<file path="config.mk">
export PLATFORM = sky130hd
export DESIGN_NAME = stuffed_frame_receiver
export DESIGN_NICKNAME = d
export VERILOG_FILES = /design/src/hdl/sfr_pkg.sv /design/src/hdl/stuffed_frame_receiver.sv /design/src/hdl/sfr_parser.sv /design/src/hdl/sfr_out_buf.sv
export SDC_FILE = /design/constraint.sdc
export NUM_CORES = 1
export LEC_CHECK = 0
export BUFFER_PORTS_ARGS = -buffer_cell sky130_fd_sc_hd__buf_2
export CAP_MARGIN = 20
export CORE_ASPECT_RATIO = 1.25
export CORE_MARGIN = 2
export CORE_UTILIZATION = 59
export DETAILED_ROUTE_END_ITERATION = 10
export GPL_ROUTABILITY_DRIVEN = 0
export PLACE_DENSITY = 0.91
export REMOVE_ABC_BUFFERS = 1
export SETUP_SLACK_MARGIN = 0.05
export SYNTH_ARGS = -nofsm -noshare
export SYNTH_HDL_FRONTEND = slang
export SYNTH_SLANG_ARGS = --single-unit
</file>
<file path="constraint.sdc">
create_clock -name clk -period 4.8 [get_ports clk]
set_clock_uncertainty 0.2 [all_clocks]
set_input_delay 0.96 -clock clk [delete_from_list [all_inputs] [get_ports clk]]
set_output_delay 0.96 -clock clk [all_outputs]
set_load 0.02 [all_outputs]
</file>
<file path="src/hdl/sfr_pkg.sv">
// Shared constants and types for the stuffed frame receiver.
// Used by sfr_parser, sfr_out_buf and stuffed_frame_receiver; no dependencies.
package sfr_pkg;

    localparam int MAX_PAYLOAD = 1024;
    localparam int LEN_W       = 11;

    // line bytes
    localparam logic [7:0] FLAG_BYTE = 8'h7e;
    localparam logic [7:0] ESC_BYTE  = 8'h7d;
    localparam logic [7:0] ADDR_BYTE = 8'h03;
    localparam logic [7:0] ESC_FLAG  = 8'h5e;
    localparam logic [7:0] ESC_ESC   = 8'h5d;

    // control bytes
    localparam logic [7:0] CTRL_SET  = 8'h03;
    localparam logic [7:0] CTRL_UA   = 8'h07;
    localparam logic [7:0] CTRL_DISC = 8'h0b;
    localparam logic [7:0] CTRL_I0   = 8'h00;
    localparam logic [7:0] CTRL_I1   = 8'h40;

    // event codes
    localparam logic [2:0] EV_DATA     = 3'd0;
    localparam logic [2:0] EV_SUP_OK   = 3'd1;
    localparam logic [2:0] EV_INFO_OK  = 3'd2;
    localparam logic [2:0] EV_DUP      = 3'd3;
    localparam logic [2:0] EV_INFO_ERR = 3'd4;

    // supervisory kinds
    localparam logic [1:0] KIND_SET  = 2'd0;
    localparam logic [1:0] KIND_UA   = 2'd1;
    localparam logic [1:0] KIND_DISC = 2'd2;

    // reply codes
    localparam logic [2:0] REP_NONE = 3'd0;
    localparam logic [2:0] REP_UA   = 3'd1;
    localparam logic [2:0] REP_RR0  = 3'd2;
    localparam logic [2:0] REP_RR1  = 3'd3;
    localparam logic [2:0] REP_REJ0 = 3'd4;
    localparam logic [2:0] REP_REJ1 = 3'd5;

    typedef struct packed {
        logic [2:0]       event_res;
        logic [7:0]       data_byte;
        logic [1:0]       frame_kind;
        logic             seq_number;
        logic [LEN_W-1:0] payload_length;
        logic [2:0]       reply;
    } sfr_item_t;

    typedef struct packed {
        logic      valid;
        sfr_item_t item;
    } sfr_result_t;

endpackage

</file>
<file path="src/hdl/stuffed_frame_receiver.sv">
// Stuffed frame receiver top level: byte stream in, frame events out.
// A result word is written into the output buffer and reaches m_* from there.
// Throughput: one byte per cycle; the parser updates its state on every accepted byte
// and s_tready drops only while both slots of the output buffer hold words.
// Reset (rst_n, async, active low): hunt for flag, last sequence 1, info not blocked.
// Depends on sfr_pkg, sfr_parser and sfr_out_buf.
module stuffed_frame_receiver (
    input  logic        clk,
    input  logic        rst_n,
    input  logic        cfg_valid,
    output logic        cfg_ready,
    input  logic        cfg_data,     // info_blocked
    input  logic        s_tvalid,
    output logic        s_tready,
    input  logic [7:0]  s_tdata,      // rx_byte
    output logic        m_tvalid,
    input  logic        m_tready,
    output logic [31:0] m_tdata,      // data_byte[7:0], frame_kind[9:8], seq_number[10],
                                      // payload_length[21:11], reply[24:22], zero[31:25]
    output logic [2:0]  m_tuser       // event_res
);
    import sfr_pkg::*;

    sfr_result_t res;
    sfr_item_t   out_item;
    logic        buf_full;
    logic        in_fire;

    assign cfg_ready = 1'b1;
    assign s_tready  = !buf_full;
    assign in_fire   = s_tvalid && s_tready;

    sfr_parser u_parser (
        .clk     (clk),
        .rst_n   (rst_n),
        .cfg_we  (cfg_valid),
        .cfg_bit (cfg_data),
        .in_fire (in_fire),
        .rx_byte (s_tdata),
        .res     (res)
    );

    sfr_out_buf u_out_buf (
        .clk       (clk),
        .rst_n     (rst_n),
        .push      (res.valid),
        .push_item (res.item),
        .full      (buf_full),
        .out_valid (m_tvalid),
        .out_ready (m_tready),
        .out_item  (out_item)
    );

    assign m_tuser = out_item.event_res;
    assign m_tdata = {7'd0, out_item.reply, out_item.payload_length, out_item.seq_number,
                      out_item.frame_kind, out_item.data_byte};

endmodule

</file>
<file path="src/hdl/sfr_parser.sv">
// Per-byte frame parser: header check, destuffing, BCC checks, result build.
// Depends on sfr_pkg.
module sfr_parser (
    input  logic                clk,
    input  logic                rst_n,
    input  logic                cfg_we,
    input  logic                cfg_bit,
    input  logic                in_fire,
    input  logic [7:0]          rx_byte,
    output sfr_pkg::sfr_result_t res
);
    import sfr_pkg::*;

    localparam logic [2:0] ST_HUNT    = 3'd0;
    localparam logic [2:0] ST_FLAG    = 3'd1;
    localparam logic [2:0] ST_ADDR    = 3'd2;
    localparam logic [2:0] ST_CTRL    = 3'd3;
    localparam logic [2:0] ST_SUP_END = 3'd4;
    localparam logic [2:0] ST_DATA    = 3'd5;
    localparam logic [2:0] ST_ESC     = 3'd6;

    logic             blocked_reg, blocked_next;
    logic [2:0]       state_reg, state_next;
    logic [7:0]       control_reg, control_next;
    logic [7:0]       xor_reg, xor_next;
    logic [7:0]       held_reg, held_next;
    logic             held_valid_reg, held_valid_next;
    logic [LEN_W-1:0] count_reg, count_next;
    logic             last_seq_reg, last_seq_next;

    logic       seq;
    logic       is_info;
    logic       do_push;
    logic       do_err;
    logic [7:0] push_d;

    assign seq     = control_reg[6];
    assign is_info = (control_reg == CTRL_I0) || (control_reg == CTRL_I1);
    assign blocked_next = cfg_we ? cfg_bit : blocked_reg;

    always_comb
    begin
        state_next      = state_reg;
        control_next    = control_reg;
        xor_next        = xor_reg;
        held_next       = held_reg;
        held_valid_next = held_valid_reg;
        count_next      = count_reg;
        last_seq_next   = last_seq_reg;
        res             = '0;
        do_push         = 1'b0;
        do_err          = 1'b0;
        push_d          = rx_byte;

        if (in_fire)
        begin
            unique case (state_reg)
                ST_HUNT:
                begin
                    if (rx_byte == FLAG_BYTE)
                        state_next = ST_FLAG;
                end
                ST_FLAG:
                begin
                    if (rx_byte == ADDR_BYTE)
                        state_next = ST_ADDR;
                    else if (rx_byte != FLAG_BYTE)
                        state_next = ST_HUNT;
                end
                ST_ADDR:
                begin
                    if (rx_byte == CTRL_SET || rx_byte == CTRL_UA || rx_byte == CTRL_DISC ||
                        rx_byte == CTRL_I0 || rx_byte == CTRL_I1)
                    begin
                        control_next = rx_byte;
                        state_next   = ST_CTRL;
                    end
                    else if (rx_byte == FLAG_BYTE)
                        state_next = ST_FLAG;
                    else
                        state_next = ST_HUNT;
                end
                ST_CTRL:
                begin
                    if (is_info && blocked_reg)
                    begin
                        // blocked: report whatever the BCC1 byte is, no reply
                        state_next               = ST_HUNT;
                        res.valid                = 1'b1;
                        res.item.event_res       = EV_INFO_ERR;
                        res.item.seq_number      = seq;
                        res.item.reply           = REP_NONE;
                    end
                    else if (rx_byte == (ADDR_BYTE ^ control_reg))
                    begin
                        if (!is_info)
                            state_next = ST_SUP_END;
                        else if (seq == last_seq_reg)
                        begin
                            state_next          = ST_HUNT;
                            res.valid           = 1'b1;
                            res.item.event_res  = EV_DUP;
                            res.item.seq_number = seq;
                            res.item.reply      = seq ? REP_RR0 : REP_RR1;
                        end
                        else
                        begin
                            xor_next        = '0;
                            held_next       = '0;
                            held_valid_next = 1'b0;
                            count_next      = '0;
                            state_next      = ST_DATA;
                        end
                    end
                    else if (rx_byte == FLAG_BYTE)
                        state_next = ST_FLAG;
                    else
                        state_next = ST_HUNT;
                end
                ST_SUP_END:
                begin
                    state_next = ST_HUNT;
                    if (rx_byte == FLAG_BYTE)
                    begin
                        res.valid          = 1'b1;
                        res.item.event_res = EV_SUP_OK;
                        if (control_reg == CTRL_SET)
                        begin
                            res.item.frame_kind = KIND_SET;
                            res.item.reply      = REP_UA;
                        end
                        else
                            res.item.frame_kind = (control_reg == CTRL_UA) ? KIND_UA : KIND_DISC;
                    end
                end
                ST_DATA:
                begin
                    if (rx_byte == FLAG_BYTE)
                    begin
                        // the held byte is the BCC2
                        if (!held_valid_reg || held_reg != xor_reg)
                            do_err = 1'b1;
                        else
                        begin
                            state_next              = ST_HUNT;
                            last_seq_next           = seq;
                            res.valid               = 1'b1;
                            res.item.event_res      = EV_INFO_OK;
                            res.item.seq_number     = seq;
                            res.item.payload_length = count_reg;
                            res.item.reply          = seq ? REP_RR0 : REP_RR1;
                        end
                    end
                    else if (rx_byte == ESC_BYTE)
                        state_next = ST_ESC;
                    else
                        do_push = 1'b1;
                end
                ST_ESC:
                begin
                    if (rx_byte == ESC_FLAG)
                    begin
                        do_push = 1'b1;
                        push_d  = FLAG_BYTE;
                    end
                    else if (rx_byte == ESC_ESC)
                    begin
                        do_push = 1'b1;
                        push_d  = ESC_BYTE;
                    end
                    else
                        do_err = 1'b1;
                end
                default:
                    state_next = ST_HUNT;
            endcase

            // release the held byte, hold the new one
            if (do_push)
            begin
                if (held_valid_reg && count_reg >= LEN_W'(MAX_PAYLOAD))
                    do_err = 1'b1;
                else
                begin
                    if (held_valid_reg)
                    begin
                        res.valid          = 1'b1;
                        res.item.event_res = EV_DATA;
                        res.item.data_byte = held_reg;
                        xor_next           = xor_reg ^ held_reg;
                        count_next         = count_reg + 1'b1;
                    end
                    held_next       = push_d;
                    held_valid_next = 1'b1;
                    state_next      = ST_DATA;
                end
            end

            if (do_err)
            begin
                state_next          = ST_HUNT;
                res                 = '0;
                res.valid           = 1'b1;
                res.item.event_res  = EV_INFO_ERR;
                res.item.seq_number = seq;
                res.item.reply      = seq ? REP_REJ1 : REP_REJ0;
            end
        end
    end

    always_ff @(posedge clk or negedge rst_n)
    begin
        if (!rst_n)
        begin
            blocked_reg    <= 1'b0;
            state_reg      <= ST_HUNT;
            control_reg    <= '0;
            xor_reg        <= '0;
            held_reg       <= '0;
            held_valid_reg <= 1'b0;
            count_reg      <= '0;
            last_seq_reg   <= 1'b1;
        end
        else
        begin
            blocked_reg    <= blocked_next;
            state_reg      <= state_next;
            control_reg    <= control_next;
            xor_reg        <= xor_next;
            held_reg       <= held_next;
            held_valid_reg <= held_valid_next;
            count_reg      <= count_next;
            last_seq_reg   <= last_seq_next;
        end
    end

    a_count_bound: assert property (@(posedge clk) disable iff (!rst_n)
        count_reg <= LEN_W'(MAX_PAYLOAD))
        else $error("payload count beyond maximum");

    a_data_from_payload: assert property (@(posedge clk) disable iff (!rst_n)
        res.valid && res.item.event_res == EV_DATA |->
            (state_reg == ST_DATA || state_reg == ST_ESC) && held_valid_reg)
        else $error("data word outside payload");

    a_ok_sets_seq: assert property (@(posedge clk) disable iff (!rst_n)
        res.valid && res.item.event_res == EV_INFO_OK |=>
            last_seq_reg == $past(seq) && state_reg == ST_HUNT)
        else $error("accepted frame did not update sequence");

endmodule

</file>
<file path="src/hdl/sfr_out_buf.sv">
// Two-entry result buffer between the parser and the output stream.
// Depends on sfr_pkg.
module sfr_out_buf (
    input  logic              clk,
    input  logic              rst_n,
    input  logic              push,
    input  sfr_pkg::sfr_item_t push_item,
    output logic              full,
    output logic              out_valid,
    input  logic              out_ready,
    output sfr_pkg::sfr_item_t out_item
);
    import sfr_pkg::*;

    sfr_item_t  mem_reg [2];
    logic       wr_ptr_reg, wr_ptr_next;
    logic       rd_ptr_reg, rd_ptr_next;
    logic [1:0] count_reg, count_next;
    logic       pop;

    assign full      = (count_reg == 2'd2);
    assign out_valid = (count_reg != 2'd0);
    assign out_item  = mem_reg[rd_ptr_reg];
    assign pop       = out_valid && out_ready;

    always_comb
    begin
        wr_ptr_next = push ? ~wr_ptr_reg : wr_ptr_reg;
        rd_ptr_next = pop ? ~rd_ptr_reg : rd_ptr_reg;
        count_next  = count_reg + {1'b0, push} - {1'b0, pop};
    end

    always_ff @(posedge clk)
    begin
        if (push)
            mem_reg[wr_ptr_reg] <= push_item;
    end

    always_ff @(posedge clk or negedge rst_n)
    begin
        if (!rst_n)
        begin
            wr_ptr_reg <= 1'b0;
            rd_ptr_reg <= 1'b0;
            count_reg  <= '0;
        end
        else
        begin
            wr_ptr_reg <= wr_ptr_next;
            rd_ptr_reg <= rd_ptr_next;
            count_reg  <= count_next;
        end
    end

    a_no_overflow: assert property (@(posedge clk) disable iff (!rst_n)
        push |-> count_reg != 2'd2)
        else $error("result buffer overflow");

    a_count_tracks_ptrs: assert property (@(posedge clk) disable iff (!rst_n)
        (count_reg == 2'd1) == (wr_ptr_reg != rd_ptr_reg))
        else $error("buffer count and pointers disagree");

endmodule
</file>
# Word level (Yosys, flattened, before mapping)
# Memory sizes are Yosys's and may differ from the RTL's.
# Index checks and enable logic that the tools add are counted.
[classes]
n_addsub = 3
n_mul = 0
n_div = 0
order_cmp = 1
eq_ne = 22
shifts = 0
mux = 99
bitwise_logic = 5
reduce_logical = 18
[ops]
columns = ["cell", "n"]
rows = [
  ["$mux W8", 18],
  ["$mux W11", 9],
  ["$mux W29", 2],
  ["$mux W3", 19],
  ["$eq A8 B7 Y1 const B", 6],
  ["$mux W12", 3],
  ["$mux W15", 2],
  ["$mux W1", 29],
  ["$mux W4", 7],
  ["$pmux W3 S6", 1],
  ["$eq A8 B2 Y1 const B", 2],
  ["$eq A8 B3 Y1 const B", 2],
  ["$logic_not A8 Y1", 2],
  ["$pmux W4 S3", 1],
  ["$add A11 B1 Y11 const B", 1],
  ["$ge A11 B11 Y1 const B", 1],
  ["$eq A3 B3 Y1 const B", 3],
  ["$pmux W3 S3", 1],
  ["$eq A8 B4 Y1 const B", 1],
  ["$eq A8 B8 Y1", 1],
  ["$mux W2", 4],
  ["$ne A8 B7 Y1 const B", 1],
  ["$ne A8 B8 Y1", 1],
  ["$xor A8 B8 Y8", 1],
  ["16 further kinds", 30],
]
[word_totals]
regBits = 45
latchBits = 0
ramBits = 56
mem_bits_ro = 0
in_bits = 14
out_inout_bits = 38
word_cells = 160
memories = 1
[mem_list]
columns = ["name", "depth", "width", "read_ports", "rd_clocked_by_memory_dff", "write_ports", "line", "source"]
rows = [
  ["u_out_buf.mem_reg", 2, 28, 1, 0, 1, "sfr_out_buf.sv:15", "sfr_item_t mem_reg [2];"],
]

# Longest topological paths before layout
[depth]
depth_word = 13
ltp_mapped = 11
ltp_nobuf = 9

# Cells and area by module
# From an unflattened synthesis, not the netlist that was laid out.
[hier_totals]
cells_unflattened = 418
hier_area_um2 = 5122.4
[by_module_without_submodules]
columns = ["module", "instances", "cells_per_inst", "area_each_um2", "seq_area_each_um2"]
rows = [
  ["sfr_parser", 1, 302, 2776.4, 1027.2],
  ["sfr_out_buf", 1, 104, 2268.4, 1781.7],
  ["stuffed_frame_receiver", 1, 12, 77.6, 0.0],
]

# Least setup slack after synthesis
# Ideal clock, no wire load.
[synth_timing]
path_kind = "input port to flip-flop"
from = "in s_tdata[0]"
to = "mem u_out_buf.mem_reg[0][0] in the netlist's numbering, enable pin"
setup_ns = 0.413
t_arrival_ns = 3.593
required_time_ns = 4.187
slack_ns = 0.594
cell_stages = 7
n_path_buf = 1
cell_sequence = "buf_4 -> nand4b_1 -> or3_4 -> or4_4 -> o2111ai_2 -> a22oi_4 -> nor2_1"
[synth_between]
elab_chain_cells = 11
elab_cells_between_ends = 30
classes_between = "5 x eq/ne; 25 x mux"
[synth_lines]
columns = ["item", "line", "source"]
rows = [
  ["start: declaration", "stuffed_frame_receiver.sv:15", "input logic [7:0] s_tdata,"],
  ["$eq A8 B8 Y1 (tied with other cells)", "sfr_parser.sv:94", "else if (rx_byte == (ADDR_BYTE ^ control_reg))"],
  ["$mux W4 (tied with other cells)", "sfr_parser.sv:94", ""],
  ["$mux W4 (tied with other cells)", "sfr_parser.sv:85", "if (is_info && blocked_reg)"],
  ["$pmux W4 S3 or $pmux W1 S2 (tied branches)", "sfr_parser.sv:57", "unique case (state_reg)"],
  ["$mux W12 (tied with other cells)", "sfr_parser.sv:185", "if (held_valid_reg)"],
  ["$mux W12 or $mux W1 (tied branches)", "sfr_parser.sv:181, sfr_parser.sv:179", ""],
  ["$mux W12 or $mux W1 (tied branches)", "sfr_parser.sv:179, sfr_parser.sv:55", ""],
  ["$mux W29 (*)", "sfr_parser.sv:199", "if (do_err)"],
  ["$mux W29 (*)", "sfr_parser.sv:55", "if (in_fire)"],
  ["$mux W1 (*)", "sfr_out_buf.sv:35", "if (push)"],
  ["$mux W1 (implied by the code) (*)", "sfr_out_buf.sv:36", "mem_reg[wr_ptr_reg] <= push_item;"],
  ["end: declaration", "sfr_out_buf.sv:15", ""],
]
# Mark *: on every way between the ends. The rest lies on a longest branch, timed or not. The select of a mux whose other input is x is not followed.

# Worst setup path after layout
[layout_timing]
from = "in s_tdata[6]"
to = "mem u_out_buf.mem_reg[0][21] in the netlist's numbering, enable pin"
# Same word-level chain as after synthesis.

==> results_dict.tcl <==
set metrics [dict create \
    status "complete, no violations" \
    ys_seq_area_frac 0.547 \
    netlist_instances 430 \
    rr_startpoint "u_parser.control_reg[6]$_DFFE_PN0P_" \
    hp-class "in2async" \
    wl_per_cell_um 16.8 \
    post-dp-hpwl_um 6720 \
    synth.top_cell.area_share 0.327 \
    yosysUniqueCellTypes 70 \
    grt_pass1_vias 3335 \
    die_width_um 87.4 \
    fmax_mhz 308 \
    n_antenna_cell 0 \
    synth_common_cells "56 x edfxtp_1, 44 x dfrtp_1, 35 x mux2_2" \
    cap_violations 0 \
    fin_setup_tns_ns 0 \
    arrival_ns 3.08 \
    root_buffer "clkbuf_8" \
    cts_made_buffers 9 \
    grt_max_degree 46 \
    cts.sink_count 101 \
    critPathLaunch "s_tdata[6]" \
    cp-end-kind "flop" \
    busiest_layer "met2" \
    power_density_mw_per_mm2 310 \
    dieArea_mm2 0.00947 \
    use_met2 0.352 \
    multi_input_area_mm2 0.00212 \
    largest_reg_flops 56 \
    h-tree-depth 3 \
    final_nets 485 \
    setup_ws_ns 1.56 \
    postLayoutCellArea_mm2 0.00559 \
    port_buffers 43 \
    first_pass_iters 5 \
    avgSynthCellArea_um2 11.9 \
    slew_viol_final 0 \
    critPathLaunchType "input pin" \
    drive_gt1_frac 0.257 \
    pin_count 52 \
    vias_per_cell 6.04 \
    path_class "in2reg" \
    ys_seq_elements 101 \
    synth_edf_count 56 \
    rsz0062_at_grt "no" \
    cts_hold_buf 0 \
    grt_pass1_wl_um 15800 \
    die_y_um 108 \
    period_minus_slack_ns 3.24 \
    crit_required_ns 4.63 \
    tritoncts "done" \
    worst_ir_drop_vdd_mv 0.236 \
    antenna_found_initial 0 \
    tightest_slew_ns 0.633 \
    fill_cells 636 \
    cts_setup_buffers 0 \
    num_vias 3451 \
    place_inst 553 \
    worstPathMaxFanout 28 \
    instances_no_fill 571 \
    post-place-ws_ns 1.24 \
    routed_wl_um 9570 \
    yosys_warnings 0 \
    initial_core_util 0.600 \
    drtIter0Drc 326 \
    hold_viol 0 \
    ys_async_sr_fraction 0.446 \
    ys_top_cells_by_area "edfxtp_1 33%, dfrtp_1 21%, mux2_2 7.7%" \
    period_share 0.676 \
    clk_pin_slew_ns 0.09 \
    grt_util_met3 0.0328 \
    remaining_drc_errors 0 \
    cts_resized 0 \
    antenna_left 0 \
    yosysTopAreaCell "edfxtp_1" \
    setup_viol 0 \
    leakage_nw 2.16 \
    grt_use_met1 0.285 \
    place_area_mm2 0.00534 \
    slew_headroom 0.574 \
    ff_latch_area_mm2 0.00281 \
    clock_latency_ns 0.37 \
    overflow 0 \
    core-area_mm2 0.00856 \
    grt.total_usage 0.215 \
    rows 38 \
    synth_ff_type "edfxtp_1" \
    netlist_area_mm2 0.00513 \
    synth_most_common_cell "edfxtp_1" \
    clock_path_buffers 2 \
    syn_to_final_growth_pct 8.77 \
]
[worst paths after layout]
path                                                 endpoint  slack [ns]  depth (start not counted)
hold reg to reg              u_out_buf.count_reg[1]$_DFF_PN0_        0.31                          1
min in group clk             u_out_buf.count_reg[1]$_DFF_PN0_        0.31                          1
setup / recovery           u_out_buf.mem_reg[0][21]$_DFFE_PP_        1.56                          8
setup reg to reg           u_out_buf.mem_reg[0][21]$_DFFE_PP_        1.81                          7
max in group asynchronous   u_parser.last_seq_reg$_DFFE_PN1P_        3.59                          2
hold / removal               u_parser.blocked_reg$_DFFE_PN0P_        0.28                          1
[stage by stage]
step | hold WS, ns | utilization | power, mW
after floorplan | 0.260 | - | 1.12
after global placement | 0.282 | 0.624 | 1.19
after detailed placement | 0.294 | 0.624 | 1.20
after CTS | 0.318 | 0.647 | 1.72
after global routing | 0.293 | 0.653 | 1.79
final | 0.280 | 0.653 | 1.73
[critical path, stage by stage]
cell and delay, ns:
buf_2 0.14, xor2_1 0.17, nor4_1 0.60, nand4_1 0.31
o2111ai_2 0.29, a22oi_4 0.11, nor2_2 0.12, buf_4 0.36
[report_power, final]
part           total [mW]  switching (mW)  internal, mW
sequential          0.944          0.0222         0.922
combinational       0.257           0.149         0.109
clock               0.528           0.279         0.249
[cells by family after synthesis]
family,after synthesis,share of synthesized area
adder cells (fa/ha/maj),5,0.0122
XOR/XNOR,19,0.0339
buffers and inverters,39,0.0443
AO/OA/AOI/OAI,77,0.105
AND/OR/NAND/NOR,149,0.174
multiplexers,38,0.0826
other,2,0.00146
flip-flops,101,0.547
[per-layer routing]
metal,up-vias,routed length (um)
met1,1682,3920
met3,14,455
met5,-,0
met2,119,5000
met4,0,197
li1,1636,-
[cell usage in the layout, fill, tap and decap left out, types with 12 or more instances in the layout]
cell and count:
buf_2 43, nor2_1 13, and3_1 12, mux2_2 35, a21oi_1 16, edfxtp_1 56, o21ai_0 24, dfrtp_1 44
and2_1 16, nand2_1 34
[final cells by class]
class,count,area share
flip-flops and latches,101,0.503
multi-input cells,296,0.380
repair buffers,49,0.0524
clock buffers,12,0.0316
well taps,100,0.0224
inverters,9,0.00605
clock inverters,4,0.00448
Power figures use the tool's default switching activity.
